$ cat src/design/rgb24_rotate_flip_addr_gen_top_macros.svh
// assertion macros shared by the rotate/flip address generator rtl
// no dependencies; included by the modules that carry checks
`ifndef RGB24_ROTATE_FLIP_ADDR_GEN_TOP_MACROS_SVH
`define RGB24_ROTATE_FLIP_ADDR_GEN_TOP_MACROS_SVH

`ifndef SYNTHESIS

// property that must hold at every clock edge outside reset
`define RRFAG_ASSERT(label, clk, rst_n, prop) \
    label: assert property (@(posedge clk) disable iff (!rst_n) (prop)) \
        else $error("rrfag assertion failed");

// condition in a cycle implies a consequence in the next cycle
`define RRFAG_ASSERT_NEXT(label, clk, rst_n, cond, nxt) \
    label: assert property (@(posedge clk) disable iff (!rst_n) (cond) |=> (nxt)) \
        else $error("rrfag assertion failed");

`else

`define RRFAG_ASSERT(label, clk, rst_n, prop)
`define RRFAG_ASSERT_NEXT(label, clk, rst_n, cond, nxt)

`endif

`endif

$ cat src/design/rrfag_pkg.sv
// shared types and constants of the rotate/flip address generator
// no dependencies; used by every rtl module of the block
`timescale 1ns / 1ps

package rrfag_pkg;

    // configuration register widths and indexes
    localparam int MODE_W   = 3;
    localparam int DIM_CFG_W = 13;
    localparam int CFG_W    = 13;
    localparam int CFG_IDX_W = 2;

    localparam logic [CFG_IDX_W-1:0] REG_MODE         = 2'd0;
    localparam logic [CFG_IDX_W-1:0] REG_FRAME_WIDTH  = 2'd1;
    localparam logic [CFG_IDX_W-1:0] REG_FRAME_HEIGHT = 2'd2;

    // reset values of the registers
    localparam logic [MODE_W-1:0]    MODE_RST   = 3'd0;
    localparam logic [DIM_CFG_W-1:0] WIDTH_RST  = 13'd640;
    localparam logic [DIM_CFG_W-1:0] HEIGHT_RST = 13'd480;

    // payload widths
    localparam int COLOR_W = 8;
    localparam int RGB_W   = 3 * COLOR_W;
    localparam int IDX_W   = 24;

    // depth of the queue between front and back
    localparam int QDEPTH = 4;

    // mapping modes; the unused code behaves as copy
    typedef enum logic [MODE_W-1:0] {
        MODE_COPY     = 3'd0,
        MODE_ROT90    = 3'd1,
        MODE_ROT180   = 3'd2,
        MODE_ROT270   = 3'd3,
        MODE_FLIP_V   = 3'd4,
        MODE_FLIP_H   = 3'd5,
        MODE_FLIP_AD  = 3'd6
    } t_mode;

endpackage

$ cat src/design/rrfag_front.sv
// front end: configuration registers, column/row counters and operand selection
// depends on rrfag_pkg; feeds rrfag_queue
`timescale 1ns / 1ps
`include "rgb24_rotate_flip_addr_gen_top_macros.svh"

module rrfag_front #(
    parameter int MAX_DIM = 4096,
    parameter int CW      = $clog2(MAX_DIM),
    parameter int DW      = $clog2(MAX_DIM + 1)
) (
    input  logic                           i_clk,
    input  logic                           i_rst_n,
    // configuration write port
    input  logic                           i_cfg_we,
    input  logic [rrfag_pkg::CFG_IDX_W-1:0] i_cfg_index,
    input  logic [rrfag_pkg::CFG_W-1:0]    i_cfg_data,
    // pixel transfer from the source side
    input  logic                           i_push,
    // operands of index = a * b + c
    output logic [DW-1:0]                  o_op_a,
    output logic [DW-1:0]                  o_op_b,
    output logic [DW-1:0]                  o_op_c,
    output logic                           o_last
);

    logic [rrfag_pkg::MODE_W-1:0]    r_mode;
    logic [rrfag_pkg::DIM_CFG_W-1:0] r_frame_width;
    logic [rrfag_pkg::DIM_CFG_W-1:0] r_frame_height;
    logic [CW-1:0] r_col, n_col;
    logic [CW-1:0] r_row, n_row;

    logic [DW-1:0] w, h, x, y;
    logic [DW-1:0] w_m1_x, h_m1_y;
    logic          x_end, y_end, outside;

    // clamp a configured size into 1..MAX_DIM
    function automatic logic [DW-1:0] eff_dim(input logic [rrfag_pkg::DIM_CFG_W-1:0] v);
        logic [DW-1:0] res;
        if (v == '0) begin
            res = DW'(1);
        end else if (32'(v) > 32'(MAX_DIM)) begin
            res = DW'(MAX_DIM);
        end else begin
            res = DW'(v);
        end
        return res;
    endfunction

    // configuration registers
    always_ff @(posedge i_clk) begin
        if (!i_rst_n) begin
            r_mode         <= rrfag_pkg::MODE_RST;
            r_frame_width  <= rrfag_pkg::WIDTH_RST;
            r_frame_height <= rrfag_pkg::HEIGHT_RST;
        end else if (i_cfg_we) begin
            case (i_cfg_index)
                rrfag_pkg::REG_MODE: begin
                    r_mode <= i_cfg_data[rrfag_pkg::MODE_W-1:0];
                end
                rrfag_pkg::REG_FRAME_WIDTH: begin
                    r_frame_width <= i_cfg_data[rrfag_pkg::DIM_CFG_W-1:0];
                end
                rrfag_pkg::REG_FRAME_HEIGHT: begin
                    r_frame_height <= i_cfg_data[rrfag_pkg::DIM_CFG_W-1:0];
                end
                default: begin
                end
            endcase
        end
    end

    // current position, restarted when a size change left the counters outside
    always_comb begin
        w       = eff_dim(r_frame_width);
        h       = eff_dim(r_frame_height);
        outside = (DW'(r_col) >= w) || (DW'(r_row) >= h);
        x       = outside ? '0 : DW'(r_col);
        y       = outside ? '0 : DW'(r_row);
        w_m1_x  = w - DW'(1) - x;
        h_m1_y  = h - DW'(1) - y;
        x_end   = (x == w - DW'(1));
        y_end   = (y == h - DW'(1));
        o_last  = x_end && y_end;
    end

    // operand selection per mode
    always_comb begin
        case (r_mode)
            rrfag_pkg::MODE_ROT90: begin
                o_op_a = w_m1_x; o_op_b = h; o_op_c = y;
            end
            rrfag_pkg::MODE_ROT180: begin
                o_op_a = h_m1_y; o_op_b = w; o_op_c = w_m1_x;
            end
            rrfag_pkg::MODE_ROT270: begin
                o_op_a = x;      o_op_b = h; o_op_c = h_m1_y;
            end
            rrfag_pkg::MODE_FLIP_V: begin
                o_op_a = h_m1_y; o_op_b = w; o_op_c = x;
            end
            rrfag_pkg::MODE_FLIP_H: begin
                o_op_a = y;      o_op_b = w; o_op_c = w_m1_x;
            end
            rrfag_pkg::MODE_FLIP_AD: begin
                o_op_a = w_m1_x; o_op_b = h; o_op_c = h_m1_y;
            end
            default: begin
                o_op_a = y;      o_op_b = w; o_op_c = x;
            end
        endcase
    end

    // raster advance
    always_comb begin
        if (x_end) begin
            n_col = '0;
            n_row = y_end ? '0 : CW'(y + DW'(1));
        end else begin
            n_col = CW'(x + DW'(1));
            n_row = CW'(y);
        end
    end

    always_ff @(posedge i_clk) begin
        if (!i_rst_n) begin
            r_col <= '0;
            r_row <= '0;
        end else if (i_push) begin
            r_col <= n_col;
            r_row <= n_row;
        end
    end

    `RRFAG_ASSERT_NEXT(a_frame_wrap, i_clk, i_rst_n, i_push && o_last,
        r_col == '0 && r_row == '0)

endmodule

$ cat src/design/rrfag_queue.sv
// short register queue that decouples the front end from the back end
// depends on rrfag_pkg for its depth
`timescale 1ns / 1ps
`include "rgb24_rotate_flip_addr_gen_top_macros.svh"

module rrfag_queue #(
    parameter int DATA_W = 64
) (
    input  logic              i_clk,
    input  logic              i_rst_n,
    input  logic              i_push,
    input  logic [DATA_W-1:0] i_data,
    input  logic              i_pop,
    output logic              o_full,
    output logic              o_valid,
    output logic [DATA_W-1:0] o_data
);

    localparam int PW = $clog2(rrfag_pkg::QDEPTH);
    localparam int NW = $clog2(rrfag_pkg::QDEPTH + 1);

    logic [DATA_W-1:0] r_mem [rrfag_pkg::QDEPTH];
    logic [PW-1:0]     r_wr_ptr;
    logic [PW-1:0]     r_rd_ptr;
    logic [NW-1:0]     r_count, n_count;

    assign o_full  = (r_count == NW'(rrfag_pkg::QDEPTH));
    assign o_valid = (r_count != '0);
    assign o_data  = r_mem[r_rd_ptr];

    // storage, written on each push
    always_ff @(posedge i_clk) begin
        if (i_push) begin
            r_mem[r_wr_ptr] <= i_data;
        end
    end

    // occupancy
    always_comb begin
        n_count = r_count;
        if (i_push && !i_pop) begin
            n_count = r_count + NW'(1);
        end else if (!i_push && i_pop) begin
            n_count = r_count - NW'(1);
        end
    end

    always_ff @(posedge i_clk) begin
        if (!i_rst_n) begin
            r_wr_ptr <= '0;
            r_rd_ptr <= '0;
            r_count  <= '0;
        end else begin
            if (i_push) begin
                r_wr_ptr <= r_wr_ptr + PW'(1);
            end
            if (i_pop) begin
                r_rd_ptr <= r_rd_ptr + PW'(1);
            end
            r_count <= n_count;
        end
    end

    `RRFAG_ASSERT(a_no_overflow, i_clk, i_rst_n, o_full |-> !i_push)
    `RRFAG_ASSERT(a_no_underflow, i_clk, i_rst_n, !o_valid |-> !i_pop)

endmodule

$ cat src/design/rrfag_back.sv
// back end: multiply stage, add stage and output register of the index
// depends on rrfag_pkg; drains rrfag_queue
`timescale 1ns / 1ps
`include "rgb24_rotate_flip_addr_gen_top_macros.svh"

module rrfag_back #(
    parameter int DW = 13
) (
    input  logic                        i_clk,
    input  logic                        i_rst_n,
    // entry from the queue
    input  logic                        i_valid,
    output logic                        o_pop,
    input  logic [DW-1:0]               i_op_a,
    input  logic [DW-1:0]               i_op_b,
    input  logic [DW-1:0]               i_op_c,
    input  logic [rrfag_pkg::RGB_W-1:0] i_rgb,
    input  logic                        i_last,
    // result side
    output logic                        o_valid,
    input  logic                        i_ready,
    output logic [rrfag_pkg::IDX_W-1:0] o_index,
    output logic [rrfag_pkg::RGB_W-1:0] o_rgb,
    output logic                        o_last
);

    localparam int PW = 2 * DW;
    localparam int SW = PW + 1;

    logic                        r_s1_valid;
    logic [PW-1:0]               r_s1_prod;
    logic [DW-1:0]               r_s1_c;
    logic [rrfag_pkg::RGB_W-1:0] r_s1_rgb;
    logic                        r_s1_last;

    logic                        r_out_valid;
    logic [rrfag_pkg::IDX_W-1:0] r_out_index;
    logic [rrfag_pkg::RGB_W-1:0] r_out_rgb;
    logic                        r_out_last;

    logic                        out_ready;
    logic                        s1_ready;
    logic [SW-1:0]               sum;

    // stall chain: a stage loads when it is empty or its content moves on
    assign out_ready = !r_out_valid || i_ready;
    assign s1_ready  = !r_s1_valid || out_ready;
    assign o_pop     = i_valid && s1_ready;

    // multiply stage
    always_ff @(posedge i_clk) begin
        if (o_pop) begin
            r_s1_prod <= i_op_a * i_op_b;
            r_s1_c    <= i_op_c;
            r_s1_rgb  <= i_rgb;
            r_s1_last <= i_last;
        end
    end

    // add stage into the output register, index kept to its low bits
    assign sum = SW'(r_s1_prod) + SW'(r_s1_c);

    always_ff @(posedge i_clk) begin
        if (r_s1_valid && out_ready) begin
            r_out_index <= rrfag_pkg::IDX_W'(sum);
            r_out_rgb   <= r_s1_rgb;
            r_out_last  <= r_s1_last;
        end
    end

    // stage valid flags
    always_ff @(posedge i_clk) begin
        if (!i_rst_n) begin
            r_s1_valid  <= 1'b0;
            r_out_valid <= 1'b0;
        end else begin
            if (s1_ready) begin
                r_s1_valid <= o_pop;
            end
            if (out_ready) begin
                r_out_valid <= r_s1_valid;
            end
        end
    end

    assign o_valid = r_out_valid;
    assign o_index = r_out_index;
    assign o_rgb   = r_out_rgb;
    assign o_last  = r_out_last;

    `RRFAG_ASSERT_NEXT(a_pop_fills_s1, i_clk, i_rst_n, o_pop, r_s1_valid)

endmodule

$ cat src/design/rgb24_rotate_flip_addr_gen_top.sv
// top level of the rgb24 rotate/flip destination address generator
// depends on rrfag_pkg, rrfag_front, rrfag_queue and rrfag_back
`timescale 1ns / 1ps

// Source pixels enter on the s_ stream in raster order, one per transfer.
// Each pixel leaves on the m_ stream with its destination pixel index in the
// output frame for the selected rotate/flip mode, the colour bytes unchanged,
// and m_tlast set on the last pixel of the source frame.
// Registers (mode, frame width, frame height) are written through the
// i_cfg_ port; the user must write them only while no pixel is in flight,
// which the block itself does not enforce. Sizes are clamped to 1..MAX_DIM.
// Throughput is one pixel per clock while m_tready is high. Each pixel is
// written into a four-entry queue, multiplied into the multiply stage
// register and summed into the output register that drives m_tvalid.
// When the receiver holds m_tready low the output register and the multiply
// stage hold, the queue fills, and s_tready falls once four pixels wait.
// Reset restores mode copy, 640 x 480 and clears the column and row
// counters; the next pixel is then x = 0, y = 0. A size change that leaves
// the counters outside the frame starts a new frame at the next pixel.

module rgb24_rotate_flip_addr_gen_top #(
    parameter int MAX_DIM = 4096
) (
    input  logic                            i_clk,
    input  logic                            i_rst_n,
    // configuration write port
    input  logic                            i_cfg_we,
    input  logic [rrfag_pkg::CFG_IDX_W-1:0] i_cfg_index,
    input  logic [rrfag_pkg::CFG_W-1:0]     i_cfg_data,
    // source pixels
    input  logic                            s_tvalid,
    output logic                            s_tready,
    input  logic [23:0]                     s_tdata,   // red_in, green_in, blue_in
    // destination indexes
    output logic                            m_tvalid,
    input  logic                            m_tready,
    output logic [47:0]                     m_tdata,   // red_out, green_out, blue_out, dest_index
    output logic                            m_tlast    // frame_last
);

    localparam int CW = $clog2(MAX_DIM);
    localparam int DW = $clog2(MAX_DIM + 1);
    localparam int QW = 3 * DW + rrfag_pkg::RGB_W + 1;

    logic          push;
    logic          q_full;
    logic          q_valid;
    logic          q_pop;
    logic [QW-1:0] q_wdata;
    logic [QW-1:0] q_rdata;

    logic [DW-1:0] f_op_a, f_op_b, f_op_c;
    logic          f_last;

    logic [rrfag_pkg::IDX_W-1:0] b_index;
    logic [rrfag_pkg::RGB_W-1:0] b_rgb;

    // source transfer
    assign s_tready = !q_full;
    assign push     = s_tvalid && s_tready;

    rrfag_front #(
        .MAX_DIM (MAX_DIM),
        .CW      (CW),
        .DW      (DW)
    ) u_front (
        .i_clk       (i_clk),
        .i_rst_n     (i_rst_n),
        .i_cfg_we    (i_cfg_we),
        .i_cfg_index (i_cfg_index),
        .i_cfg_data  (i_cfg_data),
        .i_push      (push),
        .o_op_a      (f_op_a),
        .o_op_b      (f_op_b),
        .o_op_c      (f_op_c),
        .o_last      (f_last)
    );

    // queue entry: last flag, colour bytes, c, b, a from the top down
    assign q_wdata = {f_last, s_tdata, f_op_c, f_op_b, f_op_a};

    rrfag_queue #(
        .DATA_W (QW)
    ) u_queue (
        .i_clk   (i_clk),
        .i_rst_n (i_rst_n),
        .i_push  (push),
        .i_data  (q_wdata),
        .i_pop   (q_pop),
        .o_full  (q_full),
        .o_valid (q_valid),
        .o_data  (q_rdata)
    );

    rrfag_back #(
        .DW (DW)
    ) u_back (
        .i_clk   (i_clk),
        .i_rst_n (i_rst_n),
        .i_valid (q_valid),
        .o_pop   (q_pop),
        .i_op_a  (q_rdata[DW-1:0]),
        .i_op_b  (q_rdata[2*DW-1:DW]),
        .i_op_c  (q_rdata[3*DW-1:2*DW]),
        .i_rgb   (q_rdata[3*DW+rrfag_pkg::RGB_W-1:3*DW]),
        .i_last  (q_rdata[QW-1]),
        .o_valid (m_tvalid),
        .i_ready (m_tready),
        .o_index (b_index),
        .o_rgb   (b_rgb),
        .o_last  (m_tlast)
    );

    // result packing, index in the low bits
    assign m_tdata = {b_rgb, b_index};

endmodule
$ cat config.mk
export PLATFORM = sky130hd
export DESIGN_NAME = rgb24_rotate_flip_addr_gen_top
export DESIGN_NICKNAME = d
export VERILOG_FILES = /design/src/design/rrfag_pkg.sv /design/src/design/rrfag_front.sv /design/src/design/rrfag_queue.sv /design/src/design/rrfag_back.sv /design/src/design/rgb24_rotate_flip_addr_gen_top.sv
export VERILOG_INCLUDE_DIRS = /design/src /design/src/design
export SDC_FILE = /design/constraint.sdc
export NUM_CORES = 1
export LEC_CHECK = 0
export ABC_AREA = 1
export BUFFER_PORTS_ARGS = -buffer_cell sky130_fd_sc_hd__buf_2
export CORE_MARGIN = 8
export CORE_UTILIZATION = 34
export CTS_CLUSTER_SIZE = 8
export DETAILED_ROUTE_END_ITERATION = 16
export HOLD_SLACK_MARGIN = 0.12
export SYNTH_ARGS = -nofsm -noshare
export SYNTH_HDL_FRONTEND = slang
export SYNTH_HIERARCHICAL = 1
export SYNTH_SLANG_ARGS = --single-unit
$ cat constraint.sdc
create_clock -name i_clk -period 7.3 [get_ports i_clk]
set_input_delay 1.095 -clock i_clk [delete_from_list [all_inputs] [get_ports i_clk]]
set_output_delay 1.095 -clock i_clk [all_outputs]
set_load 0.01 [all_outputs]
Word-level counts from Yosys, hierarchy flattened. Memory sizes are Yosys's and may differ from the RTL's. A register that Yosys moved wholly into a read port is not among the register bits. Index checks and enable logic that the tools add are counted.

$add $sub $neg: 11. Multiply operators: 1. Div/mod/pow operators: 0. Order comparisons: 4. Eq/ne operators: 11. Shift-type cells: 0. Mux-type cells: 18. Bitwise logic cells: 0. Reductions and logical operators: 27.

Operator list (number): case mux 13 bit (3 select lines) (2); 2-to-1 mux 13 bit (5); 2-to-1 mux 12 bit (5); == test 13 bit (2); greater-or-equal comparator 12 x 13 -> 1 bit (2); > comparator 13 bit, second input constant (2); logical NOT 13 bit (2); subtractor 13 x 1 -> 13 bit, second input constant (2); subtractor 13 bit (2); adder 12 x 1 -> 12 bit, second input constant (2); adder 24 x 13 -> 24 bit (1); multiplier 13 x 13 -> 24 bit (1); == test 3 bit, second input constant (4); OR reduction 2 bit (4); == test 3 x 2 -> 1 bit, second input constant (2); logical AND 1 bit (6); 2-to-1 mux 3 bit (2); AND reduction 2 bit (3); logical NOT 1 bit (5); adder 2 x 1 -> 2 bit, second input constant (2); 2-to-1 mux 2 bit (2); adder 3 x 1 -> 3 bit, second input constant (1); == test 3 x 1 -> 1 bit, second input constant (1); logical OR 1 bit (3); 8 further kinds (9).

Register bits: 173. Bits in latches: 0. RAM bits: 256. Bits in read-only memories: 0. Bits of input ports: 44. Output and inout bits: 51. Memories: 1.

Memory list: u_queue.r_mem (words 4, width 64, read ports 1, clocked after Yosys merged registers in 1, wr ports 1, RTL line rrfag_queue.sv:22) `logic [DATA_W-1:0] r_mem [rrfag_pkg::QDEPTH];`.

Longest topological paths before layout. Gate-level depths: netlist of run 1.

Word-level depth: 9. Gate-level depth with buffers: 31. Mapped depth without buffers: 30.

By module. Netlist of run 1, hierarchy kept.

Modules (own cells, without submodules): rrfag_back (times used 1, cells an instance 1211, area each 10385.0 um^2, seq. area each 3373.2 um^2); rrfag_queue (times used 1, cells an instance 678, area each 9947.0 um^2, seq. area each 7867.5 um^2); rrfag_front (times used 1, cells an instance 923, area each 5698.0 um^2, seq. area each 1061.0 um^2); rgb24_rotate_flip_addr_gen_top (times used 1, cells an instance 3, area each 13.8 um^2, seq. area each 0.0 um^2).

Least setup slack after synthesis of run 1. OpenSTA, ideal clock, no wires.

Kind: reg2reg. From: register with a tool-made name. To: register u_back.r_s1_prod[23], data pin. Library setup time: 253 ps. Data arrival time: 5178 ps. Required time: 7047 ps. Setup slack: 1869 ps. Stages on the path, launching flop included: 26. Path buffers: 4. Cell sequence: dfxtp_1 buf_6 inv_4 buf_6 buf_6 nor2_1 o22ai_1 clkbuf_1 nand2_1 fa_1 fa_1 inv_1 fa_1 fa_1 inv_1 fa_1 inv_1 ha_1 nand2_1 nor2_1 and2_1 nand2_1 nand3_1 nand2_1 nand3_1 nand2_1.

RTL lines: end signal, assigned (RTL line rrfag_back.sv:53) `r_s1_prod <= i_op_a * i_op_b;`; end, declared (RTL line rrfag_back.sv:31) `logic [PW-1:0] r_s1_prod;`.

==> metrics.txt, run 1 <==
status finished, final reports clean; Crit path max-delay family adder cells; placed wire-length estimate around 46000 µm; antenna-violating nets left 0; Mean Syn Cell Area 9.252 µm²; drt first pass iters 7; ys async rst share 0; Core ar. 75950 µm²; Top FF cell, synth edfxtp_1; final wirelength ~64000 µm; vias in the first global route 18987; CTS max path bufs 3; Worst-Margin Slew roughly 1.0 ns; Rows 101; Layout Nets ~3200; max_cap viols 0; CTS Hold Bufs 0; Max Clk Rate between 150 and 200 MHz; grt met1 use 0.2031; WS Path Type reg -> reg; met2 Track Usage GR 0.2394; TritonCTS clock tree yes; crit path cell chain inv_4 > buf_4 > nor2_1 > o22ai_1 > buf_4 > nand2_1 > fa_1 > inv_1 > fa_1 > fa_1 > fa_1 > inv_1 > fa_1 > inv_1 > ha_1 > nand2_1 > inv_1 > a21oi_1 > nor2_1 > nor2_1 > nand2_1 > nand2_1 > nand2_1; first-pass GRT wire length slightly above 100000 µm; I/O Pins 95; FF+latch count, synth about 430; max-slew violation count 0; Mapped Cells 2815; Final Skew ~0.04 ns; initial cell density of the core 0.3429; Clock H-tree levels 2; Post-synth EDFFs around 370; gr ovfl total 0; wire per inst 15.91 µm; clk root buf clkbuf_16; largest net degree at the start of global routing 65; mapped cell area approximately 26000 µm²; Clock Sinks ~430; Synth cell types 50; final hold vios 0; Critical Path AT 6.68 ns; Fin Setup TNS 0 ns; CP endpoint kind flip-flop; Die ar. between 80000 and 90000 µm²; Crit-path slowest cell buf_4; crit path launch type flip-flop; gpl congestion slightly above 0.9; CP required 7.66 ns; Buf/Inv on CP 7; met3 Use GR 0.02385; Max-slew headroom 0.3089; syn nets just over 3000; Worst-path clk slew 0.05 ns; post-cts resize count 0; period utilisation layout 0.8662; Die W about 300 µm; layout cells sized above 1 0.08761; Residual DRC 0; RSZ-0062 raised after global routing false; vias per cell between 4 and 5; antenna violations before repair 2; final setup violation count 0; Setup Buffers After CTS 0; area grow syn2layout 12.88%; Total GRT Usage 0.1474; Port Buffer Count between 90 and 100; Via Count 19306; DRT iter0 DRCs about 1400; clk_lat worst skew slightly above 0.6 ns; die height between 200 and 300 µm; Synth warnings 6; worst hold path type reg -> reg; Seq/Total Area, Yosys 0.4724; Top Usage Layer GRT met2; CP Max Fanout 60; fin crit period about 6.3 ns; Worst path max stage delay around 0.57 ns; CTS Buf Count 60
-- routing by layer --
| layer | routed length, µm | share of wire | vias up |
|---|---|---|---|
| met5 | 0 | 0 | - |
| met4 | 1402 | 0.022 | 0 |
| met1 | 28910 | 0.45 | 9151 |
| li1 | - | - | 9497 |
| met2 | 29350 | 0.46 | 553 |
| met3 | 4170 | 0.065 | 105 |
-- cells in the mapped netlist (all sizes together), types with 5 or more instances --
library cell,n,share of area
a21oi,91,0.018
buf,30,0.011
clkbuf,57,0.0084
dfxtp,64,0.049
edfxtp,367,0.42
fa,124,0.095
ha,132,0.063
inv,462,0.067
nand2,654,0.097
nand3,129,0.025
nand3b,6,0.0017
nand4,22,0.0053
nor2,280,0.043
nor3,15,0.0031
o2111ai,20,0.0067
o211ai,6,0.0017
o21ai,203,0.039
o22ai,69,0.017
or2,5,0.0012
xnor2,14,0.0047
xor2,43,0.014
-- registers in the layout, indices dropped and copies added, names as in the netlist, named ones only --
| signal | cells |
|---|---|
| u_back/o_valid | 1 |
| u_back/r_s1_c | 13 |
| u_queue/r_mem | 256 |
| u_queue/r_count | 3 |
| u_back/r_s1_rgb | 24 |
| u_back/o_rgb | 24 |
| u_queue/r_rd_ptr | 2 |
| u_back/r_s1_last | 1 |
| u_front/r_mode | 3 |
| u_back/r_s1_valid | 1 |
| u_back/o_index | 24 |
| u_front/r_col | 12 |
| u_front/r_frame_width | 13 |
| u_queue/r_wr_ptr | 2 |
| u_front/r_row | 12 |
| u_back/o_last | 1 |
| u_back/r_s1_prod | 24 |
| u_front/r_frame_height | 13 |
-- layout make-up --
type                       count  area, µm²
tap                         1030       1289
fill                        7565      46550
inverter                     465       1748
clock inverter                 4      33.78
sequential                   431      12310
timing repair buffer         141      823.3
multi-input combinational   1832      11510
antenna                        2      5.005
clock buffer                 106       1684
-- cells in the final DEF (no fill, tap or decap), drive strengths merged, types with 2 or more instances in the layout --
| cell type | synthesis | layout |
|---|---|---|
| clkbuf | 57 | 106 |
| or2 | 5 | 5 |
| nand3b | 6 | 6 |
| xor2 | 43 | 43 |
| clkinv | 3 | 5 |
| o21ai | 203 | 203 |
| diode | 0 | 2 |
| edfxtp | 367 | 367 |
| o2111ai | 20 | 20 |
| ha | 132 | 132 |
| dfxtp | 64 | 64 |
| inv | 462 | 464 |
| nand3 | 129 | 129 |
| o211ai | 6 | 6 |
| nor3 | 15 | 15 |
| o22ai | 69 | 69 |
| fa | 124 | 124 |
| xnor2 | 14 | 14 |
| a211oi | 2 | 2 |
| nand4 | 22 | 22 |
| nor2 | 280 | 280 |
| o21bai | 3 | 3 |
| buf | 30 | 141 |
| a221o | 3 | 3 |
| and2 | 2 | 2 |
| nand2 | 654 | 654 |
| o41ai | 2 | 2 |
| a21oi | 91 | 91 |
-- path summary, 6_finish.rpt --
path,startpoint,end,slack [ns],cells past startpoint
max,flip-flop,u_back/r_s1_prod[18]$_DFFE_PP_,0.98,23
min,u_back/r_s1_rgb[16]$_DFFE_PP_,u_back/o_rgb[16]$_DFFE_PP_,0.41,0
max reg2reg,flip-flop,u_back/r_s1_prod[18]$_DFFE_PP_,0.98,23
min reg2reg,u_back/r_s1_rgb[16]$_DFFE_PP_,u_back/o_rgb[16]$_DFFE_PP_,0.41,0
-- cells by family after synthesis --
group,count (synthesis),share of synthesized area
compound gates,403,0.08628
fa+ha+maj,256,0.1587
flops,431,0.4724
simple gates,1116,0.1773
buf+inv,552,0.08614
xor+xnor,57,0.01917
-- through the flow --
stage	setup WS [ns]	area [µm²]	cells	hold WS [ns]	utilization
5_1_grt	0.4721	29390	4009	0.4211	0.3870
3_5_place_dp	0.9544	27680	3899	0.4045	0.3644
3_3_place_gp	1.011	27680	3899	0.4008	0.3644
4_1_cts	0.9330	29390	4009	0.4145	0.3870
6_report	0.9766	29400	4011	0.4135	0.3871
2_1_floorplan	1.869	26040	2815	0.4003	-
Power of run 1 is not shown: default switching activity piles up to over one toggle a cycle in this logic, so the estimate is an artifact.
==> run 2, diff against run 1 <==
ABC_AREA = not set   (was 1)
CORE_MARGIN = 4   (was 8)
==> metrics.txt, run 2 <==
status finished, final reports clean; Die ar. about 80000 µm²; Final Skew around 0.049 ns; Post-Synth Adder-Cell Area 0.1604; Top FF cell, synth edfxtp_1; Mapped Cells about 2100; drt first pass iters 6; number of flip-flops in the largest register 256; post-synthesis simple-gate area fraction 0.1295; mapped cell area ~26000 µm²; Synth warnings 6; CTS Buf Count 60; xor-xnor portion of the synthesized cell area 0.02344; finished layout cell area roughly 29000 µm²; Die W roughly 280 µm; Worst-Margin Slew 1.032 ns; Largest Register u_queue/r_mem; crit path launch type flip-flop; Seq/Total Area, Yosys 0.4772; dpl cell area ~27000 µm²; Fin Setup TNS 0 ns; Synth Area in Compound Gates 0.09577; Yosys top cell area share 0.4275; syn nets 2436; Total GRT Usage 0.1531; Clock Sinks about 430; gr ovfl total 0; DRT iter0 DRCs ~1300; first-pass GRT wire length about 100000 µm; clk root buf clkbuf_16; RSZ-0062 raised after global routing false; Max-slew headroom 0.3033; antenna violations before repair 1; largest net degree at the start of global routing 68; Synth area leader edfxtp_1; Mean Syn Cell Area approximately 12 µm²; Max Clk Rate around 160 MHz; max_cap viols 0; placed wire-length estimate between 40000 and 50000 µm; final wirelength 62290 µm; CP required 7.65 ns; Layout Nets 2523; DP Cell Count about 3100; Layout Cells excl Fill 3230; top post-synthesis cells by count edfxtp_1, nand2_1, inv_1; Port Buffer Count 94; WHS ~0.37 ns; fin crit period ~6.4 ns; max-slew violation count 0; die height 283.3 µm; WS Path Type reg -> reg; post-cts resize count 0; commonest cells after routing, fill and taps aside edfxtp_1, nand2_1, inv_1, ha_1, fa_1; ys async rst share 0; largest family of logic cells by synthesized area adder cells; FF+latch count, synth 431; period utilisation layout 0.8733; Core ar. ~75000 µm²; vias per cell between 5 and 6; I/O Pins 95; Clock H-tree levels 2; final hold vios 0; Setup Buffers After CTS 0; main area contributors after synthesis edfxtp_1, fa_1, ha_1; area grow syn2layout 12.32%; most common cell after layout, fill and taps aside edfxtp_1; CP endpoint kind flip-flop; wire per inst about 19 µm; Residual DRC 0; Via Count approximately 17000; most frequent cell after synthesis edfxtp_1; Post-synth EDFFs around 370; clk_lat worst skew between 0.6 and 0.7 ns; CTS max path bufs 3; initial cell density of the core 0.3445; Worst-path clk slew 0.05 ns; worst hold path type reg -> reg; fill count roughly 7100; gpl congestion 0.9121; final setup violation count 0; CP Max Fanout 30; Critical Path AT about 6.7 ns; Synth cell types a little over 90; Rows 100; mux cell area share after synthesis 0.06451; vias in the first global route around 17000; CTS Hold Bufs 0; TritonCTS clock tree yes; layout cells sized above 1 0.1270; antenna-violating nets left 0
==> run 2: worst max-delay path: stages, from the launching register on <==
cell and delay (ns):
dfxtp_4 0.72, mux4_2 0.74, and2_1 0.21, fa_1 0.53, inv_1 0.05, fa_1 0.54
inv_1 0.05, fa_1 0.49, inv_1 0.05, fa_1 0.46, fa_1 0.55, inv_1 0.04
ha_1 0.35, a21o_1 0.21, a211oi_1 0.38, o31ai_1 0.19, a21oi_1 0.28, o21ai_1 0.11
xnor2_1 0.13
==> run 2: cell type report <==
class                      instances  area [µm²]  share of cell area
clock inverter                     5       125.1            0.004321
antenna                            1       2.502          0.00008643
sequential                       431       12310              0.4250
tap                              969        1212             0.04187
multi-input combinational       1406       12230              0.4225
clock buffer                      94        1639             0.05661
timing repair buffer             121       673.1             0.02325
inverter                         203       762.0             0.02632
==> run 2: cell families (layout without fill, tap and decap cells) <==
family / after synthesis / in the layout
xor gates and xnor gates: 69 / 69
DFF: 431 / 431
AOI/OAI and AO/OA: 357 / 357
adders and majority gates: 256 / 256
other: 0 / 1
muxes: 84 / 84
and+or+nand+nor: 640 / 640
buffers and inverters: 299 / 423
==> run 2: worst paths after layout <==
check	endpoint	slack (ns)	startpoint	depth (start not counted)
hold / removal	u_back/o_last$_DFFE_PP_	0.37	u_back/r_s1_last$_DFFE_PP_	0
setup / recovery	u_back/r_s1_prod[23]$_DFFE_PP_	0.92	flip-flop	18
setup reg to reg	u_back/r_s1_prod[23]$_DFFE_PP_	0.92	flip-flop	18
hold reg to reg	u_back/o_last$_DFFE_PP_	0.37	u_back/r_s1_last$_DFFE_PP_	0
==> run 2: layer usage <==
layer  GRT usage  up-vias  part of all wire
met1      0.2118     8453              0.45
met5           0        -                 0
met2      0.2542      504              0.48
li1            -     7861                 -
met3     0.02235      100             0.050
met4     0.03869        0             0.024
==> run 2: metrics by stage <==
step | setup slack (ns) | utilization
6_report | 0.9249 | 0.3870
4_1_cts | 0.8969 | 0.3869
3_3_place_gp | 0.9631 | 0.3634
2_1_floorplan | 0.01226 | -
3_5_place_dp | 0.8879 | 0.3634
5_1_grt | 0.5517 | 0.3869
Power of run 2 is left out for the same reason.
